$ cat config.mk
export PLATFORM = sky130hd
export DESIGN_NAME = binary_to_decimal_ascii
export DESIGN_NICKNAME = d
export VERILOG_FILES = /design/src/hw/rtl/b2d_pkg.sv /design/src/hw/rtl/b2d_dabble_stage.sv /design/src/hw/rtl/b2d_serializer.sv /design/src/hw/rtl/binary_to_decimal_ascii.sv
export SDC_FILE = /design/constraint.sdc
export NUM_CORES = 2
export LEC_CHECK = 0
export BUFFER_PORTS_ARGS = -buffer_cell sky130_fd_sc_hd__buf_2
export CORE_MARGIN = 1.5
export CORE_UTILIZATION = 40
export DETAILED_ROUTE_END_ITERATION = 8
export PLACE_DENSITY_LB_ADDON = 0.3
export SKIP_CTS_REPAIR_TIMING = 1
export SLEW_MARGIN = 20
export SYNTH_ARGS = -nofsm -noshare
export SYNTH_HDL_FRONTEND = slang
export SYNTH_SLANG_ARGS = --single-unit
$ cat constraint.sdc
create_clock -name clk -period 6.9 [get_ports clk]
set_clock_uncertainty 0.1 [all_clocks]
set_input_delay 1.38 -clock clk [delete_from_list [all_inputs] [get_ports clk]]
set_output_delay 1.38 -clock clk [all_outputs]
set_load 0.02 [all_outputs]
$ cat src/hw/rtl/b2d_pkg.sv
// b2d_pkg: shared types, constants and the bcd adjust function
// used by the dabble stages, the serializer and the top level
// no dependencies
package b2d_pkg;

    localparam int NUM_W       = 64;
    localparam int MIN_W       = 7;
    localparam int BCD_DIGITS  = 20;
    localparam int BCD_W       = 4 * BCD_DIGITS;
    localparam int STAGE_STEPS = 8;
    localparam int NUM_STAGES  = NUM_W / STAGE_STEPS;
    localparam int RUN_LIMIT   = 64;
    localparam logic [5:0] ASCII_ZERO = 6'd48;

    typedef struct packed {
        logic [NUM_W-1:0] bin;
        logic [BCD_W-1:0] bcd;
        logic [MIN_W-1:0] min_digits;
    } b2d_word_t;

    // add three to every digit of five or more
    function automatic logic [BCD_W-1:0] bcd_adjust(input logic [BCD_W-1:0] bcd);
        logic [BCD_W-1:0] res;
        res = bcd;
        for (int i = 0; i < BCD_DIGITS; i++)
        begin
            if (bcd[4*i +: 4] >= 4'd5)
            begin
                res[4*i +: 4] = bcd[4*i +: 4] + 4'd3;
            end
        end
        return res;
    endfunction

endpackage

$ cat src/hw/rtl/b2d_dabble_stage.sv
// b2d_dabble_stage: one pipeline register stage doing several
// shift-and-add-3 steps of the binary to bcd conversion; uses b2d_pkg
module b2d_dabble_stage
(
    input  logic               clk,
    input  logic               rst_n,
    input  logic               in_valid,
    output logic               in_ready,
    input  b2d_pkg::b2d_word_t in_word,
    output logic               out_valid,
    input  logic               out_ready,
    output b2d_pkg::b2d_word_t out_word
);

    logic               valid_reg;
    b2d_pkg::b2d_word_t word_reg;
    b2d_pkg::b2d_word_t word_next;

    always_comb
    begin
        logic [b2d_pkg::BCD_W-1:0] bcd;
        logic [b2d_pkg::NUM_W-1:0] bin;
        bcd = in_word.bcd;
        bin = in_word.bin;
        for (int s = 0; s < b2d_pkg::STAGE_STEPS; s++)
        begin
            bcd = b2d_pkg::bcd_adjust(bcd);
            {bcd, bin} = {bcd, bin} << 1;
        end
        word_next.bcd        = bcd;
        word_next.bin        = bin;
        word_next.min_digits = in_word.min_digits;
    end

    assign in_ready  = !valid_reg || out_ready;
    assign out_valid = valid_reg;
    assign out_word  = word_reg;

    always_ff @(posedge clk or negedge rst_n)
    begin
        if (!rst_n)
        begin
            valid_reg <= 1'b0;
        end
        else if (in_ready)
        begin
            valid_reg <= in_valid;
        end
    end

    always_ff @(posedge clk)
    begin
        if (in_ready && in_valid)
        begin
            word_reg <= word_next;
        end
    end

endmodule

$ cat src/hw/rtl/b2d_serializer.sv
// b2d_serializer: takes a finished bcd word and emits its ascii digits
// one per cycle while the master is ready, with padding, position and last; uses b2d_pkg
module b2d_serializer
#(
    parameter int MAX_DIGITS = 64
)
(
    input  logic                      clk,
    input  logic                      rst_n,
    input  logic                      in_valid,
    output logic                      in_ready,
    input  logic [b2d_pkg::BCD_W-1:0] in_bcd,
    input  logic [b2d_pkg::MIN_W-1:0] in_min,
    output logic                      m_valid,
    input  logic                      m_ready,
    output logic [5:0]                m_char,
    output logic [5:0]                m_pos,
    output logic                      m_last
);

    localparam int CAP_HI = (MAX_DIGITS > b2d_pkg::RUN_LIMIT) ? b2d_pkg::RUN_LIMIT : MAX_DIGITS;
    localparam int CAP    = (CAP_HI < b2d_pkg::BCD_DIGITS) ? b2d_pkg::BCD_DIGITS : CAP_HI;
    localparam logic [6:0] CAP_V = 7'(CAP);

    logic                      busy_reg;
    logic [b2d_pkg::BCD_W-1:0] bcd_reg;
    logic [6:0]                size_reg;
    logic [5:0]                k_reg;
    logic                      m_valid_reg;
    logic [5:0]                char_reg;
    logic [5:0]                pos_reg;
    logic                      last_reg;

    logic       can_emit;
    logic       cur_last;
    logic [6:0] idx;
    logic [3:0] digit;
    logic [6:0] nat;
    logic [6:0] wanted;
    logic [6:0] size_next;

    assign can_emit = !m_valid_reg || m_ready;
    assign cur_last = ({1'b0, k_reg} + 7'd1) == size_reg;
    assign in_ready = !busy_reg || (can_emit && cur_last);
    assign idx      = size_reg - 7'd1 - {1'b0, k_reg};

    always_comb
    begin
        // padding positions read as zero digits
        digit = 4'd0;
        if (idx < 7'(b2d_pkg::BCD_DIGITS))
        begin
            digit = bcd_reg[4*idx[4:0] +: 4];
        end
    end

    always_comb
    begin
        nat = 7'd1;
        for (int i = 0; i < b2d_pkg::BCD_DIGITS; i++)
        begin
            if (in_bcd[4*i +: 4] != 4'd0)
            begin
                nat = 7'(i + 1);
            end
        end
        wanted    = (in_min > CAP_V) ? CAP_V : in_min;
        size_next = (wanted > nat) ? wanted : nat;
    end

    always_ff @(posedge clk or negedge rst_n)
    begin
        if (!rst_n)
        begin
            busy_reg    <= 1'b0;
            m_valid_reg <= 1'b0;
            k_reg       <= 6'd0;
        end
        else
        begin
            if (can_emit)
            begin
                m_valid_reg <= busy_reg;
            end
            // a new run starts as the previous one hands over its last character
            if (in_ready && in_valid)
            begin
                busy_reg <= 1'b1;
                k_reg    <= 6'd0;
            end
            else if (busy_reg && can_emit)
            begin
                k_reg <= k_reg + 6'd1;
                if (cur_last)
                begin
                    busy_reg <= 1'b0;
                end
            end
        end
    end

    always_ff @(posedge clk)
    begin
        if (busy_reg && can_emit)
        begin
            char_reg <= b2d_pkg::ASCII_ZERO + {2'b00, digit};
            pos_reg  <= k_reg;
            last_reg <= cur_last;
        end
        if (in_ready && in_valid)
        begin
            bcd_reg  <= in_bcd;
            size_reg <= size_next;
        end
    end

    assign m_valid = m_valid_reg;
    assign m_char  = char_reg;
    assign m_pos   = pos_reg;
    assign m_last  = last_reg;

    a_busy_size: assert property (@(posedge clk) disable iff (!rst_n)
        busy_reg |-> (size_reg != 7'd0) && ({1'b0, k_reg} < size_reg))
        else $error("serializer index beyond run");

    a_char_range: assert property (@(posedge clk) disable iff (!rst_n)
        m_valid_reg |-> (char_reg >= 6'd48) && (char_reg <= 6'd57))
        else $error("character not a decimal digit");

    a_pos_step: assert property (@(posedge clk) disable iff (!rst_n)
        (m_valid_reg && m_ready && !last_reg) |=>
            (m_valid_reg && (pos_reg == $past(pos_reg) + 6'd1)))
        else $error("run broken before last");

endmodule

$ cat src/hw/rtl/binary_to_decimal_ascii.sv
// binary_to_decimal_ascii: top level, unsigned 64-bit to decimal ascii
// built from b2d_dabble_stage, b2d_serializer and b2d_pkg
//
// usage
// - slave channel takes one word: the number and a minimum digit count
// - master channel gives one word per character, most significant first,
//   with its position in the run and tlast on the final character
// - conversion runs through an 8 stage shift-and-add-3 pipeline, 8 steps
//   per stage, so a new number can enter every cycle while the pipe flows
// - a number passes the stage registers, then the serializer's run and
//   output registers before its first character; an item gives 1 to 64
//   characters, emitted one per cycle while the master is ready
// - min_digits above the cap (MAX_DIGITS clamped to 20..64) saturates there
// - reset clears all valid bits; no words are in flight afterwards
// - a stalled master holds the current character; the serializer and then
//   the pipeline stages fill up and s_tready drops, nothing is lost
module binary_to_decimal_ascii
#(
    parameter int MAX_DIGITS = 64
)
(
    input  logic        clk,
    input  logic        rst_n,
    input  logic        s_tvalid,
    output logic        s_tready,
    input  logic [71:0] s_tdata,   // number[63:0], min_digits[70:64], zero[71]
    output logic        m_tvalid,
    input  logic        m_tready,
    output logic [15:0] m_tdata,   // character[5:0], position[11:6], zero[15:12]
    output logic        m_tlast
);

    localparam int NS = b2d_pkg::NUM_STAGES;

    b2d_pkg::b2d_word_t word  [NS+1];
    logic               valid [NS+1];
    logic               ready [NS+1];

    logic [5:0] ch;
    logic [5:0] pos;

    // entry word: bcd accumulator starts at zero
    assign word[0].bin        = s_tdata[63:0];
    assign word[0].bcd        = '0;
    assign word[0].min_digits = s_tdata[70:64];
    assign valid[0]           = s_tvalid;
    assign s_tready           = ready[0];

    for (genvar g = 0; g < NS; g++)
    begin : g_stage
        b2d_dabble_stage u_stage
        (
            .clk       (clk),
            .rst_n     (rst_n),
            .in_valid  (valid[g]),
            .in_ready  (ready[g]),
            .in_word   (word[g]),
            .out_valid (valid[g+1]),
            .out_ready (ready[g+1]),
            .out_word  (word[g+1])
        );
    end

    b2d_serializer #(.MAX_DIGITS(MAX_DIGITS)) u_ser
    (
        .clk      (clk),
        .rst_n    (rst_n),
        .in_valid (valid[NS]),
        .in_ready (ready[NS]),
        .in_bcd   (word[NS].bcd),
        .in_min   (word[NS].min_digits),
        .m_valid  (m_tvalid),
        .m_ready  (m_tready),
        .m_char   (ch),
        .m_pos    (pos),
        .m_last   (m_tlast)
    );

    assign m_tdata = {4'b0000, pos, ch};

endmodule
# After elaboration in Yosys (flattened, before gate mapping)
# Index checks and enable logic that the tools add are counted.
[classes]
n_addsub = 1075
eq_ne = 1
order_cmp = 1073
reduce_logical = 53
n_shift = 1
mux = 1097
[ops]
columns = ["cell", "n"]
rows = [
  ["4-bit by 3-bit >= comparator with 1-bit output (second input constant)", 1050],
  ["4-bit 2-to-1 mux", 1033],
  ["4-bit by 2-bit adder with 4-bit output (second input constant)", 1007],
  ["3-bit 2-to-1 mux", 48],
  ["3-bit by 2-bit adder with 3-bit output (second input constant)", 43],
  ["80-bit by 8-bit indexed part select with 4-bit output", 1],
  ["4-bit nonzero test", 19],
  ["1-bit by 2-bit adder with 3-bit output (second input constant)", 18],
  ["1-bit by 3-bit >= comparator with 1-bit output (second input constant)", 18],
  ["5-bit 2-to-1 mux", 5],
  ["7-bit 2-to-1 mux", 2],
  ["6-bit 2-to-1 mux", 2],
  ["1-bit logical AND", 11],
  ["1-bit logical NOT", 10],
  ["1-bit logical OR", 10],
  ["6-bit by 1-bit adder with 7-bit output (second input constant)", 1],
  ["7-bit == test", 1],
  ["7-bit by 5-bit greater-than comparator with 1-bit output", 1],
  ["7-bit greater-than comparator (second input constant)", 1],
  ["7-bit by 5-bit less-than comparator with 1-bit output (second input constant)", 1],
  ["7-bit by 1-bit subtractor with 7-bit output (second input constant)", 1],
  ["7-bit by 6-bit subtractor with 7-bit output", 1],
  ["1-bit by 2-bit adder with 3-bit output (both inputs constant)", 2],
  ["5-bit by 5-bit adder with 6-bit output (first input constant)", 1],
  ["6 further kinds", 13],
]
[word_totals]
output_inout_bits = 19
input_bits = 76
reg_bits = 964
elab_cells = 3341

# Depth between registers and ports, before layout
[logic_depth]
ltp_word = 22
depth_mapped = 39
ltp_nobuf = 37

# Hierarchy
# Synthesis repeated with hierarchy kept, for this count alone.
[hier_totals]
cells_unflattened = 26566
area_unflattened_um2 = 202650.6
[modules_own_cells]
columns = ["module", "cells_each", "instances", "area_per_inst_um2", "seq_area_each_um2"]
rows = [
  ["b2d_dabble_stage", 3275, 8, 24681.2, 4319.1],
  ["b2d_serializer", 361, 1, 5167.5, 3143.0],
  ["binary_to_decimal_ascii", 5, 1, 33.8, 0.0],
]

# Least setup slack after synthesis
# Ideal clock, no wire load.
[synth_path]
kind = "reg2reg"
startpoint = "register g_stage[6].u_stage.word_reg, in the netlist g_stage[6].u_stage.out_word[23]"
endpoint = "register g_stage[7].u_stage.word_reg, in the netlist g_stage[7].u_stage.out_word[35], data pin"
path_stages_with_launch = 36
arrival_ns = 6.542
setup_time_ns = 0.263
path_slack_ns = -0.004
path_cell_list = "edfxtp_1 > inv_1 > ha_1 > nand2b_1 > or3b_1 > and2_0 > buf_2 > a21oi_2 > xnor2_2 > inv_2 > ha_1 > maj3_1 > o2bb2ai_1 > mux2i_1 > ha_1 > inv_1 > a21oi_1 > nor3_1 > a21oi_1 > inv_1 > ha_1 > or4_1 > a31o_1 > mux2_2 > inv_1 > ha_1 > or2_0 > a21oi_1 > nor2_1 > nor2_1 > ha_1 > o31a_1 > o31a_1 > or2_1 > a21oi_1 > a31oi_1"
[synth_rtl]
columns = ["item", "line_no", "text"]
rows = [
  ["start: declaration", "b2d_dabble_stage.sv:16", "b2d_pkg::b2d_word_t word_reg;"],
  ["start signal: assignment", "b2d_dabble_stage.sv:55", "word_reg <= word_next;"],
  ["end signal: assignment", "b2d_dabble_stage.sv:55", ""],
  ["end: declaration", "b2d_dabble_stage.sv:16", ""],
]

==> flow_summary.toml <==
[status]
status = "finished clean"

[worst_setup_path]
start_kind = "flip-flop"
arrival_ns = 7.03
crit_type = "reg2reg"
cp_slowest_cell = "or4_4"
max_stage_delay_ns = 0.50
cp_max_fo = 5
end_kind = "flip-flop"
crit_required_ns = 7.29
r2r_slack_ns = 0.26
cp_common_cell = "ha_2"

[grt]
grt_pass1_wl_um = 335000
grt_pass1_vias = 75800
track_usage_pct = 14.9
grt_max_degree = 85
gr-total-overflow = 0
grt_antenna_before_repair = 1

[cells_and_area]
antenna_cells = 0
area_growth_pct = 12.5
mostFrequentLayoutCell = "nor2_1"
stdcell_count = 15700
largest_reg_flops = 654
final_cell_mix = "nor2_1, nand2_1, a21oi_1"
drive_gt1_share_pct = 16.4
layout.nets = 13100

[placed_design]
place.detailed.hpwl_um = 146000
io_buffers = 87
dp.cells = 15400
gp_congestion = 0.822

[die]
die_w_um = 498
start_util_pct = 40.2
fp.dieH_um = 498
dieArea_um2 = 248000
core_area_um2 = 243000
rows = 181
io_pins = 95

[detailed_routing]
drc = 0
num_vias = 86500
drtAntennaViolNets = 0
first_pass_iters = 6
drtIter0Drc = 4679
viasPerCell = 5.51
avgRoutedWirePerCell_um = 12.5
routed_wl_um = 196000

[clocking]
clkTransAtPathRegs_ns = 0.06
cts_tree = "built"
numCtsBuffers = 98
htree_levels = 3
clk_path_buf_depth = 3
cts_root_buf = "clkbuf_16"
clock_latency_ns = 0.78
cts.sinks = 768

[yosys]
syn_area_um2 = 97800
ys_types = 159
synthCells = 12000
synth.ff_latch_count = 768
synth_edf_count = 752
ys_seq_area_share_pct = 23.5
async_flop_share_pct = 2.08
synthFlopType = "edfxtp_1"
yosys_warnings = 0
postSynthAreaPerCell_um2 = 8.13

[timing]
setup_violations = 0
finalMaxSlewViolations = 0
grt_setup_unrepaired = "true"
setup_tns_ns = 0
min_period_ns = 6.64
hold_viol = 0
tightest_slew_ns = 1.08
fin_hold_ws_ns = 0.313
fmax_ghz = 0.151
slew_headroom_pct = 27.9
finalCritPeriodShare_pct = 96.2

[hold_path]
hp-class = "reg2reg"

[run]
maxCapViolations = 0
[path summary, 6_finish.rpt]
kind / startpoint / end / depth (start not counted)
setup / recovery: g_stage[6].u_stage.out_word[27] / g_stage[7].u_stage.out_word[35] / 33
min in group asynchronous: rst_n / u_ser.busy_reg / 1
hold reg to reg: g_stage[3].u_stage.out_word[1] / g_stage[4].u_stage.out_word[1] / 0
max in group asynchronous: rst_n / u_ser.k_reg[1] / 1
setup reg to reg: g_stage[6].u_stage.out_word[27] / g_stage[7].u_stage.out_word[35] / 33
hold / removal: g_stage[3].u_stage.out_word[1] / g_stage[4].u_stage.out_word[1] / 0
[Yosys cell counts (69+ instances only)]
cell type | instances | area (um2)
o211ai_1 | 202 | 1520
o22ai_1 | 104 | 651
nand3_1 | 212 | 1060
or2_2 | 88 | 551
a211oi_1 | 199 | 1490
nand2_1 | 940 | 3530
xor2_1 | 153 | 1340
o21ai_0 | 826 | 4130
inv_1 | 854 | 3210
a31oi_1 | 207 | 1290
nor3b_1 | 87 | 653
nor2b_1 | 193 | 1210
o21a_1 | 165 | 1240
nand2b_1 | 287 | 1800
a211o_1 | 74 | 648
a21oi_2 | 69 | 604
o21bai_1 | 128 | 961
edfxtp_1 | 752 | 22600
o31ai_1 | 93 | 698
o21ai_1 | 255 | 1280
and2_1 | 147 | 920
and3_1 | 87 | 544
a21oi_1 | 927 | 4640
mux2_2 | 268 | 3020
a31o_2 | 74 | 648
xnor2_1 | 326 | 2860
ha_1 | 601 | 7520
mux2i_1 | 347 | 3470
or3_1 | 84 | 526
xnor2_2 | 86 | 1400
nor3_1 | 272 | 1360
a21o_1 | 168 | 1260
nor2_1 | 1096 | 4110
clkbuf_1 | 150 | 563
[layer usage]
layer	vias to the layer above	GRT usage [%]	share of wire, %
met2	805	24.8	45
met1	39500	20.8	51
met3	146	1.60	2.7
met4	0	2.75	1.4
li1	46000	-	-
met5	-	0	0
[kinds of logic after synthesis]
kind of cell	share of synthesized area [%]
fa+ha+maj	7.91
compound gates	31.2
flops	23.5
buf+inv	4.62
simple gates	19.0
xor+xnor	6.20
mux	7.62
other cells	0.00768
[layout make-up]
cell class / instances / area, um2
Fill cell: 23800 / 133000
Multi-Input combinational cell: 10100 / 72500
Sequential cell: 768 / 23000
Tap cell: 3202 / 4010
Timing Repair Buffer: 511 / 3670
Inverter: 908 / 3410
Clock buffer: 118 / 2580
Clock inverter: 63 / 893
[through the flow]
| step | util [%] | area, um2 | worst slack [ns] |
|---|---|---|---|
| 2_1_floorplan | - | 97900 | 0.0345 |
| 3_3_place_gp | 42.6 | 104000 | 0.115 |
| 3_5_place_dp | 42.6 | 104000 | 0.0451 |
| 4_1_cts | 44.1 | 107000 | -0.0373 |
| 5_1_grt | 45.2 | 110000 | -0.131 |
| 6_report | 45.2 | 110000 | 0.259 |
[critical path, delay by kind of cell (launching register included)]
family                     cells  cell delay, ns
AOI/OAI and AO/OA             11            1.84
xor gates and xnor gates       1            0.14
adders and majority gates      7            1.45
buffers and inverters          4            0.27
DFF                            1            0.46
muxes                          3            0.81
and+or+nand+nor                7            1.33
Power is not shown: default switching activity piles up to over one toggle a cycle in this logic, so the estimate is an artifact.
